### config.mk
export PLATFORM = sky130hd
export DESIGN_NAME = lru_cache_hit_tracker
export DESIGN_NICKNAME = d
export VERILOG_FILES = /design/src/hdl/lrut_pkg.sv /design/src/hdl/lrut_cell.sv /design/src/hdl/lru_cache_hit_tracker.sv
export SDC_FILE = /design/constraint.sdc
export NUM_CORES = 1
export LEC_CHECK = 0
export BUFFER_PORTS_ARGS = -buffer_cell sky130_fd_sc_hd__buf_2
export CORE_ASPECT_RATIO = 1.5
export CORE_MARGIN = 2
export CORE_UTILIZATION = 47
export CTS_BUF_LIST = sky130_fd_sc_hd__clkbuf_4
export DETAILED_ROUTE_END_ITERATION = 8
export GPL_ROUTABILITY_DRIVEN = 0
export PLACE_DENSITY = 0.73
export SLEW_MARGIN = 20
export SYNTH_ARGS = -nofsm -noshare
export SYNTH_HDL_FRONTEND = slang
export SYNTH_SLANG_ARGS = --single-unit
### constraint.sdc
create_clock -name clk -period 6.8 [get_ports clk]
set_input_delay 1.36 -clock clk [delete_from_list [all_inputs] [get_ports clk]]
set_output_delay 1.36 -clock clk [all_outputs]
set_load 0.005 [all_outputs]
### src/hdl/lrut_pkg.sv
// ---------------------------------------------------------------------------
// lrut_pkg
// types and constants shared by the lru tracker cells and top level
// ---------------------------------------------------------------------------
`default_nettype none

package lrut_pkg;

  localparam int KEY_W = 32;
  localparam int CAP_W = 5;
  localparam logic [CAP_W-1:0] CAP_RESET = 5'd16;

  typedef enum logic {
    ST_IDLE,
    ST_UPDATE
  } state_t;

  // broadcast from the control to every cell of the stack
  typedef struct packed {
    logic cmp_en;  // latch key match against the incoming beat
    logic upd_en;  // apply the stack shift
    logic hit;     // current access hit somewhere in the stack
    logic evict;   // miss that drops the lru entry
  } cell_ctrl_t;

endpackage

`default_nettype wire

### src/hdl/lrut_cell.sv
// ---------------------------------------------------------------------------
// lrut_cell
// one slot of the lru stack: key, valid, match flag, shift from neighbor
// ---------------------------------------------------------------------------
`default_nettype none

module lrut_cell
  import lrut_pkg::*;
(
  input  wire logic             clk,
  input  wire logic             rst_n,
  input  wire cell_ctrl_t       ctrl,
  input  wire logic [KEY_W-1:0] cmp_key,
  input  wire logic [KEY_W-1:0] prev_key,
  input  wire logic             prev_valid,
  input  wire logic             sfx_in,
  output logic                  sfx_out,
  output logic [KEY_W-1:0]      key_out,
  output logic                  valid_out
);

  logic [KEY_W-1:0] key_r;
  logic             valid_r;
  logic             match_r;
  logic             shift;

  // hit at this slot or further toward the lru end
  assign sfx_out = match_r | sfx_in;

  // hit: slots up to the hit shift; miss: fill one more slot or drop the last
  always_comb begin
    shift = 1'b0;
    if (ctrl.upd_en) begin
      if (ctrl.hit) begin
        shift = sfx_out;
      end else if (ctrl.evict) begin
        shift = valid_r;
      end else begin
        shift = prev_valid;
      end
    end
  end

  always_ff @(posedge clk) begin
    if (!rst_n) begin
      valid_r <= 1'b0;
      match_r <= 1'b0;
    end else begin
      if (ctrl.cmp_en) begin
        match_r <= valid_r && (key_r == cmp_key);
      end
      if (shift) begin
        valid_r <= prev_valid;
      end
    end
  end

  always_ff @(posedge clk) begin
    if (shift) begin
      key_r <= prev_key;
    end
  end

  assign key_out   = key_r;
  assign valid_out = valid_r;

endmodule

`default_nettype wire

### src/hdl/lru_cache_hit_tracker.sv
// timing: an accepted beat latches its key and match flags; the update state then shifts
// the stack and registers the result, waiting while out_stall holds a result back
// flow: in_stall holds through the update state, so one access is in flight at a time
// reset: synchronous on rst_n; the stack empties, capacity returns to 16, no results pend
// ---------------------------------------------------------------------------
// lru_cache_hit_tracker
// fully associative lru hit tracker built as a shifting stack of cells,
// slot 0 most recently used
// ---------------------------------------------------------------------------
`default_nettype none

module lru_cache_hit_tracker
  import lrut_pkg::*;
#(
  parameter int MAX_ENTRIES = 16
) (
  input  wire logic                    clk,
  input  wire logic                    rst_n,
  input  wire logic                    in_valid,
  output logic                         in_stall,
  input  wire logic signed [KEY_W-1:0] in_access_key,
  output logic                         out_valid,
  input  wire logic                    out_stall,
  output logic                         out_hit,
  input  wire logic                    cfg_valid,
  output logic                         cfg_ready,
  input  wire logic [CAP_W-1:0]        cfg_cache_capacity
);

  localparam int CW = $clog2(MAX_ENTRIES + 1);
  localparam int EW = (CW > CAP_W) ? CW : CAP_W;

  state_t             state_r, state_nxt;
  logic [KEY_W-1:0]   key_r;
  logic [CAP_W-1:0]   cap_r;
  logic [CW-1:0]      count_r, count_nxt;
  logic               out_valid_r, out_valid_nxt;
  logic               out_hit_r;
  logic               accept;
  logic               upd_fire;
  logic               out_free;
  logic               any_hit;
  logic               evict;
  logic [EW-1:0]      cap_ext;
  logic [EW-1:0]      eff_cap;
  cell_ctrl_t         ctrl;

  logic [KEY_W-1:0]     cell_key [MAX_ENTRIES];
  logic [MAX_ENTRIES-1:0] cell_valid;
  logic [MAX_ENTRIES:0]   hit_sfx;

  assign cfg_ready = 1'b1;
  assign in_stall  = !rst_n || (state_r != ST_IDLE);
  assign accept    = in_valid && !in_stall;
  assign out_free  = !out_valid_r || !out_stall;
  assign any_hit   = hit_sfx[0];

  // capacity zero acts as one, above the stack depth acts as the depth
  assign cap_ext = EW'(cap_r);
  always_comb begin
    eff_cap = cap_ext;
    if (cap_r == '0) begin
      eff_cap = EW'(1);
    end else if (cap_ext > EW'(MAX_ENTRIES)) begin
      eff_cap = EW'(MAX_ENTRIES);
    end
  end

  assign evict = !any_hit && (count_r != '0) && (EW'(count_r) >= eff_cap);

  always_comb begin
    state_nxt     = state_r;
    upd_fire      = 1'b0;
    count_nxt     = count_r;
    out_valid_nxt = out_valid_r && out_stall;
    case (state_r)
      ST_IDLE: begin
        if (accept) begin
          state_nxt = ST_UPDATE;
        end
      end
      ST_UPDATE: begin
        if (out_free) begin
          upd_fire      = 1'b1;
          out_valid_nxt = 1'b1;
          state_nxt     = ST_IDLE;
          if (!any_hit && !evict) begin
            count_nxt = count_r + CW'(1);
          end
        end
      end
      default: begin
        state_nxt = ST_IDLE;
      end
    endcase
  end

  assign ctrl.cmp_en = accept;
  assign ctrl.upd_en = upd_fire;
  assign ctrl.hit    = any_hit;
  assign ctrl.evict  = evict;

  always_ff @(posedge clk) begin
    if (!rst_n) begin
      state_r     <= ST_IDLE;
      count_r     <= '0;
      cap_r       <= CAP_RESET;
      out_valid_r <= 1'b0;
    end else begin
      state_r     <= state_nxt;
      count_r     <= count_nxt;
      out_valid_r <= out_valid_nxt;
      if (cfg_valid && cfg_ready) begin
        cap_r <= cfg_cache_capacity;
      end
    end
  end

  always_ff @(posedge clk) begin
    if (accept) begin
      key_r <= $unsigned(in_access_key);
    end
    if (upd_fire) begin
      out_hit_r <= any_hit;
    end
  end

  assign hit_sfx[MAX_ENTRIES] = 1'b0;

  for (genvar i = 0; i < MAX_ENTRIES; i++) begin : g_cell
    logic [KEY_W-1:0] prev_key;
    logic             prev_valid;

    // slot 0 takes the accessed key, every other slot its neighbor's
    if (i == 0) begin : g_head
      assign prev_key   = key_r;
      assign prev_valid = 1'b1;
    end else begin : g_body
      assign prev_key   = cell_key[i-1];
      assign prev_valid = cell_valid[i-1];
    end

    lrut_cell u_cell (
      .clk        (clk),
      .rst_n      (rst_n),
      .ctrl       (ctrl),
      .cmp_key    ($unsigned(in_access_key)),
      .prev_key   (prev_key),
      .prev_valid (prev_valid),
      .sfx_in     (hit_sfx[i+1]),
      .sfx_out    (hit_sfx[i]),
      .key_out    (cell_key[i]),
      .valid_out  (cell_valid[i])
    );
  end

  assign out_valid = out_valid_r;
  assign out_hit   = out_hit_r;

endmodule

`default_nettype wire

# Yosys cells after proc, flatten, opt, wreduce, memory -nomap -nowiden

Cells that the tools add are included.
Widths: inputs -> output; s select.

Input bits: 42
Register bits: 589
Output and inout bits: 4
Logic and storage cells: 178

Bitwise logic cells: 16
Order comparisons: 2
Equality and inequality tests: 16
Reduce and logical (&&, ||, !) cells: 32
Mux-type cells: 57
$add $sub $neg: 1

Operator list:

| operator            | count |
|---|---|
| $eq 32x32->1        | 16 |
| $mux 1              | 54 |
| $logic_and 1x1->1   | 21 |
| $or 1x1->1          | 15 |
| $mux 5              | 2 |
| $logic_not 1->1     | 6 |
| $add 5x1->5 const B | 1 |
| $ge 5x5->1          | 1 |
| $gt 5x5->1 const B  | 1 |
| $logic_not 5->1     | 1 |
| $reduce_bool 5->1   | 1 |
| $reduce_and 3->1    | 1 |
| $logic_or 1x1->1    | 2 |
| $pmux 1 s2          | 1 |
| $not 1->1           | 1 |

# Logic depth before layout (Yosys ltp)

Gate-level depths: netlist of run 1.

Word-level depth: 21
Mapped depth: 10
Mapped depth without buffers: 9

# Modules after synthesis

From an unflattened synthesis of run 1, not the netlist that was laid out.

Cells, all modules: 1506
Area, all modules: 24342.1 µm²

Modules (own cells, without submodules):

| module                | sequential area each (µm²) | cells an instance | instances | area an instance (µm²) |
|---|---|---|---|---|
| lrut_cell             | 1001.0                     | 87                | 16        | 1413.9 |
| lru_cache_hit_tracker | 1231.2                     | 114               | 1         | 1720.4 |

# Worst setup path after synthesis of run 1

Ideal clock, no wire load.

Kind: register -> register
Start point: register count_r[0]
End point: register g_cell[11].u_cell.key_r[0] (enable)
Path buffers: 1
Arrival time: 4.327 ns
Library setup time: 0.480 ns
Data required time: 6.320 ns
Period minus slack after synthesis: 4.808 ns
Stages on the path, launching flop included: 9
Slack: 1.992 ns
Cells stage by stage: dfxtp_1 > inv_1 > ha_1 > or4b_1 > and3_4 > a21oi_2 > buf_2 > nand2_1 > a311oi_1

Cells in the longest elaborated chain, start to end: 6
Elaborated cells on any way between the ends: 7
Those cells by class: order compare: 1; mux: 3; reduce/logical: 3

RTL lines:

| element                                            | RTL line                     | source |
|---|---|---|
| start: declaration                                 | lru_cache_hit_tracker.sv:36  | `logic [CW-1:0] count_r, count_nxt;` |
| start signal: assignment                           | lru_cache_hit_tracker.sv:111 | `count_r <= count_nxt;` |
| branches (longest 2 deep; another with $ge 5x5->1) | --                           |  |
| $logic_and 1x1->1 (*)                              | lru_cache_hit_tracker.sv:69  | `assign evict = !any_hit && (count_r != '0) && (EW'(count_r) >= eff_cap);` |
| $mux 1 (*)                                         | lrut_cell.sv:36              | `end else if (ctrl.evict) begin` |
| $mux 1 (*)                                         | lrut_cell.sv:34              | `if (ctrl.hit) begin` |
| $mux 1 (*)                                         | lrut_cell.sv:33              | `if (ctrl.upd_en) begin` |
| named net g_cell[11].u_cell.shift                  | lrut_cell.sv:25              | `logic shift;` |
| end signal: assignment                             | lrut_cell.sv:60              | `key_r <= prev_key;` |
| end: declaration                                   | lrut_cell.sv:22              | `logic [KEY_W-1:0] key_r;` |

Mark *: on every way through the listed nets, which the timed path passes.
A chain may end at the register's enable or synchronous reset.

# Final worst setup path of run 1

Start point: input out_stall
End point: register g_cell[4].u_cell.key_r[31] (enable)

Cells in the longest elaborated chain, start to end: 5

RTL lines:

| element                          | RTL line                    | source |
|---|---|---|
| start: declaration               | lru_cache_hit_tracker.sv:23 | `input wire logic out_stall,` |
| $logic_not 1->1                  | lru_cache_hit_tracker.sv:55 | `assign out_free = !out_valid_r \|\| !out_stall;` |
| $logic_or 1x1->1                 | lru_cache_hit_tracker.sv:55 |  |
| $mux 1                           | lru_cache_hit_tracker.sv:83 | `if (out_free) begin` |
| $mux 1                           | lru_cache_hit_tracker.sv:76 | `case (state_r)` |
| $mux 1                           | lrut_cell.sv:33             |  |
| named net g_cell[4].u_cell.shift | lrut_cell.sv:25             |  |
| end signal: assignment           | lrut_cell.sv:60             |  |
| end: declaration                 | lrut_cell.sv:22             |  |

The timed path passes the listed nets, and every way through them passes these cells.

==> run_results.csv, run 1 <==
group,metric,value,unit
outcome,status,"completed",
detailed_routing,dr.pass1.iters,5,
yosys,ys_seq_area_share,69.7,%
yosys,syn_area_per_cell,15.2,µm²
power,power_density,266,mW/mm²
yosys,syn_inst,1626,
place,dp_hpwl,45.2,mm
detailed_routing,wl_per_cell,26.3,µm
sta,whs,414,ps
detailed_routing,vias_per_cell,5.70,
grt,grt_pass1_vias,15242,
cts,cts_buffers,140,
sta,slew_headroom,28.8,%
yosys,syn_nets,1675,
yosys,synth_area,0.0248,mm²
detailed_routing,drcViolationCount,0,
worst_setup_path,cp_slowest_cell,"a31oi_4",
yosys,synth_edf_count,545,
grt,grt_max_degree,34,
cts,clock_sinks,589,
worst_setup_path,arrival,3810,ps
worst_setup_path,crit_required,7250,ps
worst_setup_path,critPathKind,"input port to register",
yosys,synth_seq_cells,589,
sta,finalCriticalPeriod,3360,ps
layout,final_nets,1791,
yosys,yosysWarnings,0,
yosys,ys_async_sr_fraction,0,%
detailed_routing,vias,14445,
detailed_routing,detail-route-antenna-nets,0,
cts,clockBufferDepth,3,
die,core,0.0523,mm²
power,p_leak,8.85,nW
cts,clkLatencyLatePin,910,ps
grt,antenna_found_initial,1,
layout,final_common_cell,"edfxtp_1",
sta,worstMarginPinSlew,1060,ps
worst_setup_path,crit_top_cell,"nand2_1",
yosys,yosysUniqueCellTypes,57,
power,finalPower,0.00734,W
cts,postCtsResizedCells,0,
die,die_h,285,µm
sta,finalSetupViolations,0,
worst_setup_path,r2r_setup_slack,3520,ps
cts,cts_setup_buffers,0,
die,row_count,103,
layout,syn2layout_area_growth,11.7,%
detailed_routing,wl,66.7,mm
place,port_buffers,44,
grt,grt_pass1_wl,96.5,mm
worst_setup_path,startpoint_type,"input port",
sta,final_hold_viol_count,0,
worst_setup_path,path_cells,"buf_2 -> nand2_1 -> nand2_1 -> buf_4 -> inv_1 -> o21ai_0 -> a31oi_4",
die,die_area,0.0546,mm²
die,die_w,191,µm
worst_setup_path,worstPathMaxFanout,32,
cts,cts_tree,"done",
cts,path_clk_slew,70,ps
sta,finalCritPeriodShare,49.4,%
place,dp_cells,2282,
job,maxCapViolations,0,
cts,htreeDepth,4,
cts,cts_hold_buf,0,
sta,fin_tns_setup,0,ps
worst_setup_path,endpoint_kind,"register",
die,ios,46,
cts,root_buffer,"clkbuf_4",
sta,max_freq,298,MHz
layout,stdcell_count,2535,
grt,grt_remaining_overflow,0,
worst_setup_path,critPathMaxStageDelay,910,ps
sta,finalMaxSlewViolations,0,
hold_path,hold_class,"register to register",
power,ir_drop,0.182,mV
layout,mostFrequentLayoutCells,"edfxtp_1 (545), xnor2_1 (271), xor2_1 (236)",
detailed_routing,drtIter0Drc,1093,
die,start_util,47.3,%
sta,fin_skew,84.0,ps
sta,rsz0062_at_grt,"no",
layout,drive_above_1_share,16.9,%
grt,gr-usage-all-layers,25.0,%
yosys,ys.flop_type,"edfxtp_1",
[cell type report]
class | instances | area, µm²
inverter | 19 | 71.3
clock buffer | 202 | 1520
antenna | 1 | 2.50
sequential | 589 | 17200
tap | 682 | 853
clock inverter | 50 | 354
multi-input combinational | 929 | 7240
timing repair buffer | 63 | 363
fill | 4321 | 24700
[sequential cells by signal, indices dropped and copies added (netlist names)]
name                     cells
cap_ext                      5
count_r                      5
g_cell.prev_key             32
g_cell.u_cell.key_out      512
g_cell.u_cell.match_r       16
g_cell.u_cell.valid_out     16
out_hit                      1
out_valid                    1
state_r                      1
[power by group]
part / switching [W] / internal, W / total (W)
registers: 0.0000255 / 0.00395 / 0.00397
logic: 0.000253 / 0.000125 / 0.000378
clock network: 0.00145 / 0.00154 / 0.00299
total: 0.00173 / 0.00561 / 0.00734
[cell usage after synthesis (7+ instances only)]
cell / count / area share, %
buf_2: 13 / 0.26
nand4_1: 97 / 2.5
o211ai_1: 8 / 0.24
inv_1: 17 / 0.26
edfxtp_1: 545 / 66
nor4_1: 70 / 1.8
nand2_1: 54 / 0.82
a21oi_1: 18 / 0.36
nor2_1: 18 / 0.27
nor3_1: 23 / 0.46
xor2_1: 236 / 8.3
mux2i_1: 12 / 0.49
o31ai_1: 8 / 0.24
clkbuf_1: 56 / 0.85
o21ai_0: 23 / 0.46
dfxtp_1: 44 / 3.6
ha_1: 7 / 0.35
buf_1: 17 / 0.26
xnor2_1: 271 / 9.6
[cells by family after synthesis]
kind of cell | count (synthesis) | synth area share (%)
adder cells (fa/ha/maj) | 7 | 0.354
multiplexers | 12 | 0.485
buffers and inverters | 108 | 1.75
other | 1 | 0.0151
AO/OA/AOI/OAI | 114 | 3.21
flip-flops | 589 | 69.7
AND/OR/NAND/NOR | 288 | 6.59
XOR/XNOR | 507 | 17.9
[metal layers]
metal | vias up | track usage (%) | wire length (µm)
met5 | - | 0 | 0
met3 | 267 | 4.54 | 3550
met1 | 7159 | 23.8 | 21300
li1 | 6350 | - | -
met2 | 669 | 46.0 | 36400
met4 | 0 | 20.1 | 5520
[worst max-delay path, delay by kind of cell]
| family | cells | cell delay, ps |
|---|---|---|
| compound gates | 2 | 1330 |
| simple gates | 2 | 120 |
| buf+inv | 3 | 950 |
[path summary, 6_finish.rpt]
kind                                                 endpoint  depth (start not counted)              startpoint
worst max register to register  g_cell[10].u_cell.key_out[26]                          8              count_r[0]
worst min-delay path             g_cell[0].u_cell.key_out[30]                          0  g_cell[0].prev_key[30]
worst max-delay path             g_cell[4].u_cell.key_out[31]                          7               out_stall
worst min register to register   g_cell[0].u_cell.key_out[30]                          0  g_cell[0].prev_key[30]
[through the flow]
step,util (%),worst slack [ps],cell area [µm²]
floorplan,-,1990,24800
global placement,49.3,2610,25800
detailed placement,49.3,2600,25800
CTS,52.8,3480,27600
global route,52.8,3240,27600
finish,52.8,3440,27600
Note: power is estimated with default switching activity, not from simulation.
==> inputs of run 2 (changes only) <==
--- a/config.mk
+++ b/config.mk
@@ -12,7 +12,7 @@
 export CTS_BUF_LIST = sky130_fd_sc_hd__clkbuf_4
 export DETAILED_ROUTE_END_ITERATION = 8
 export GPL_ROUTABILITY_DRIVEN = 0
-export PLACE_DENSITY = 0.73
+export PLACE_DENSITY = 0.75
 export SLEW_MARGIN = 20
 export SYNTH_ARGS = -nofsm -noshare
 export SYNTH_HDL_FRONTEND = slang
==> constraint.sdc (replaced) <==
create_clock -name clk -period 2.95 [get_ports clk]
set_input_delay 0.59 -clock clk [delete_from_list [all_inputs] [get_ports clk]]
set_output_delay 0.59 -clock clk [all_outputs]
set_load 0.005 [all_outputs]
==> run 2 against run 1 <==
  * Global-route usage is 0.26 points lower
  * Critical path depth is 3 higher
  * Register-to-register slack worse by 3200 ps
  * Flip-flop and latch count stayed put
  * Setup slack worse by 3100 ps
  * Final cell count is 3.2% higher
  * Utilization is 1.8 points higher
  * Largest cell class unchanged
  * Largest power group unchanged
==> run_results.csv, run 2 (same netlist as run 1, synthesis figures left out) <==
group,metric,value,unit
place,dp_cells,2358,
sta,final_hold_viol_count,0,
worst_setup_path,startpoint_type,"register",
cts,clock_sinks,589,
detailed_routing,vias,14700,
detailed_routing,vias_per_cell,5.62,
worst_setup_path,r2r.worst_path.cells,10,
sta,finalCriticalPeriod,2650,ps
worst_setup_path,r2r_setup_slack,300,ps
job,maxCapViolations,0,
cts,clkLatencyLatePin,910,ps
sta,finalCritPeriodShare,89.9,%
grt,grt_max_degree,33,
worst_setup_path,reg2reg_from,"cap_ext[3]",
layout,stdcell_count,2616,
cts,clockBufferDepth,3,
place,port_buffers,44,
place,dp_hpwl,48.2,mm
worst_setup_path,worstPathMaxFanout,32,
grt,antenna_found_initial,1,
grt,grt_pass1_wl,95.6,mm
power,power_density,590,mW/mm²
hold_path,hold_class,"input port to register",
power,ir_drop,0.397,mV
layout,largest_reg_flops,512,
worst_setup_path,endpoint_kind,"register",
sta,finalMaxSlewViolations,0,
detailed_routing,drtIter0Drc,1059,
cts,cts_tree,"done",
die,row_count,103,
cts,root_buffer,"clkbuf_4",
grt,grt_pass1_vias,15737,
power,p_leak,9.32,nW
layout,fillers,4156,
die,die_area,0.0546,mm²
layout,syn2layout_area_growth,15.5,%
hold_path,min_from,"cfg_valid",
cts,htreeDepth,4,
cts,path_clk_slew,60,ps
grt,gr-usage-all-layers,24.7,%
worst_setup_path,r2r-end,"g_cell[13].u_cell.key_out[3]",
worst_setup_path,crit_required,3540,ps
die,die_w,191,µm
cts,cts_buffers,139,
layout,drive_above_1_share,20.1,%
hold_path,hold_end,"cap_ext[0]",
die,start_util,47.3,%
die,ios,46,
sta,fin_skew,53.4,ps
die,core,0.0523,mm²
sta,whs,70.5,ps
layout,final_nets,1875,
place,pre_cts_ws,339,ps
detailed_routing,drcViolationCount,0,
detailed_routing,wl,65.7,mm
hold_path,whs_path_depth,3,
sta,max_freq,377,MHz
layout,mostFrequentLayoutCells,"edfxtp_1 (545), xnor2_1 (271), xor2_1 (236)",
detailed_routing,wl_per_cell,25.1,µm
sta,slew_headroom,49.2,%
outcome,status,"completed",
sta,finalSetupViolations,0,
worst_setup_path,critPathKind,"register to register",
sta,rsz0062_at_grt,"no",
sta,worstMarginPinSlew,755,ps
layout,final_common_cell,"edfxtp_1",
grt,grt_remaining_overflow,0,
die,die_h,285,µm
detailed_routing,dr.pass1.iters,5,
worst_setup_path,arrival,3240,ps
cts,postCtsResizedCells,0,
detailed_routing,detail-route-antenna-nets,0,
sta,setup_ws,299,ps
[run 2: changes by cell type in the layout (fill, tap and decap cells not counted), moves of 4 or more]
cell	delta
buf_4	+52
clkinv_1	+4
dlygate4sd3_1	+9
buf_12	+24
[run 2: worst max-delay path by stage]
| stage | end | slack [ps] | start | depth (start not counted) |
|---|---|---|---|---|
| after global routing | g_cell[13].u_cell.key_out[3] | 120 | cap_ext[3] | 10 |
| after detailed placement | g_cell[13].u_cell.key_out[7] | 340 | cap_ext[3] | 10 |
| after CTS | g_cell[13].u_cell.key_out[3] | 300 | cap_ext[3] | 10 |
| after global placement | g_cell[7].u_cell.key_out[28] | 350 | cap_ext[3] | 11 |
| final | g_cell[13].u_cell.key_out[3] | 300 | cap_ext[3] | 10 |
| after floorplan | g_cell[13].u_cell.key_out[0] | -9 | cap_ext[3] | 10 |
[run 2: power by group]
part	internal, W	switching (W)	total, W
clock	0.00349	0.00326	0.00674
sequential	0.00910	0.0000558	0.00915
combinational	0.000367	0.000614	0.000981
[run 2: through the flow]
step           power [W]  util (%)  instance area, µm²  setup TNS, ps
2_1_floorplan    0.00989         -               24900           -789
3_3_place_gp      0.0103      51.0               26700              0
3_5_place_dp      0.0103      51.0               26700              0
4_1_cts           0.0170      54.7               28600              0
5_1_grt           0.0174      54.7               28600              0
6_report          0.0169      54.7               28600              0
[run 2: routing by layer]
layer	GRT usage, %	share of wire (%)	vias up
li1	-	-	6510
met1	23.1	32	7335
met2	46.0	55	627
met3	4.39	4.8	228
met4	20.0	8.5	0
met5	0	0	-
[run 2: layout make-up]
type / count / area (µm²) / share of cell area, %
Timing Repair Buffer: 148 / 1320 / 4.63
Sequential cell: 589 / 17200 / 60.3
Multi-Input combinational cell: 929 / 7270 / 25.4
Inverter: 19 / 71.3 / 0.249
Clock buffer: 199 / 1490 / 5.22
Tap cell: 682 / 853 / 2.98
Antenna cell: 1 / 2.50 / 0.00875
Clock inverter: 49 / 333 / 1.16
[run 2: timing repair]
item | 4_1_cts | 5_1_grt
setup buffers | 0 | 0
endpoints found under the hold margin | 7 | 0
hold buffers | 9 | 0
[run 2: critical path, cell delays in order (launching register included)]
cell	delay, ps
dfxtp_1	360
nor3_1	70
nor2_1	90
nor2_1	50
ha_1	270
nor2b_1	50
o21ai_2	210
a21o_1	450
nand2_1	160
a311oi_4	360
buf_12	240
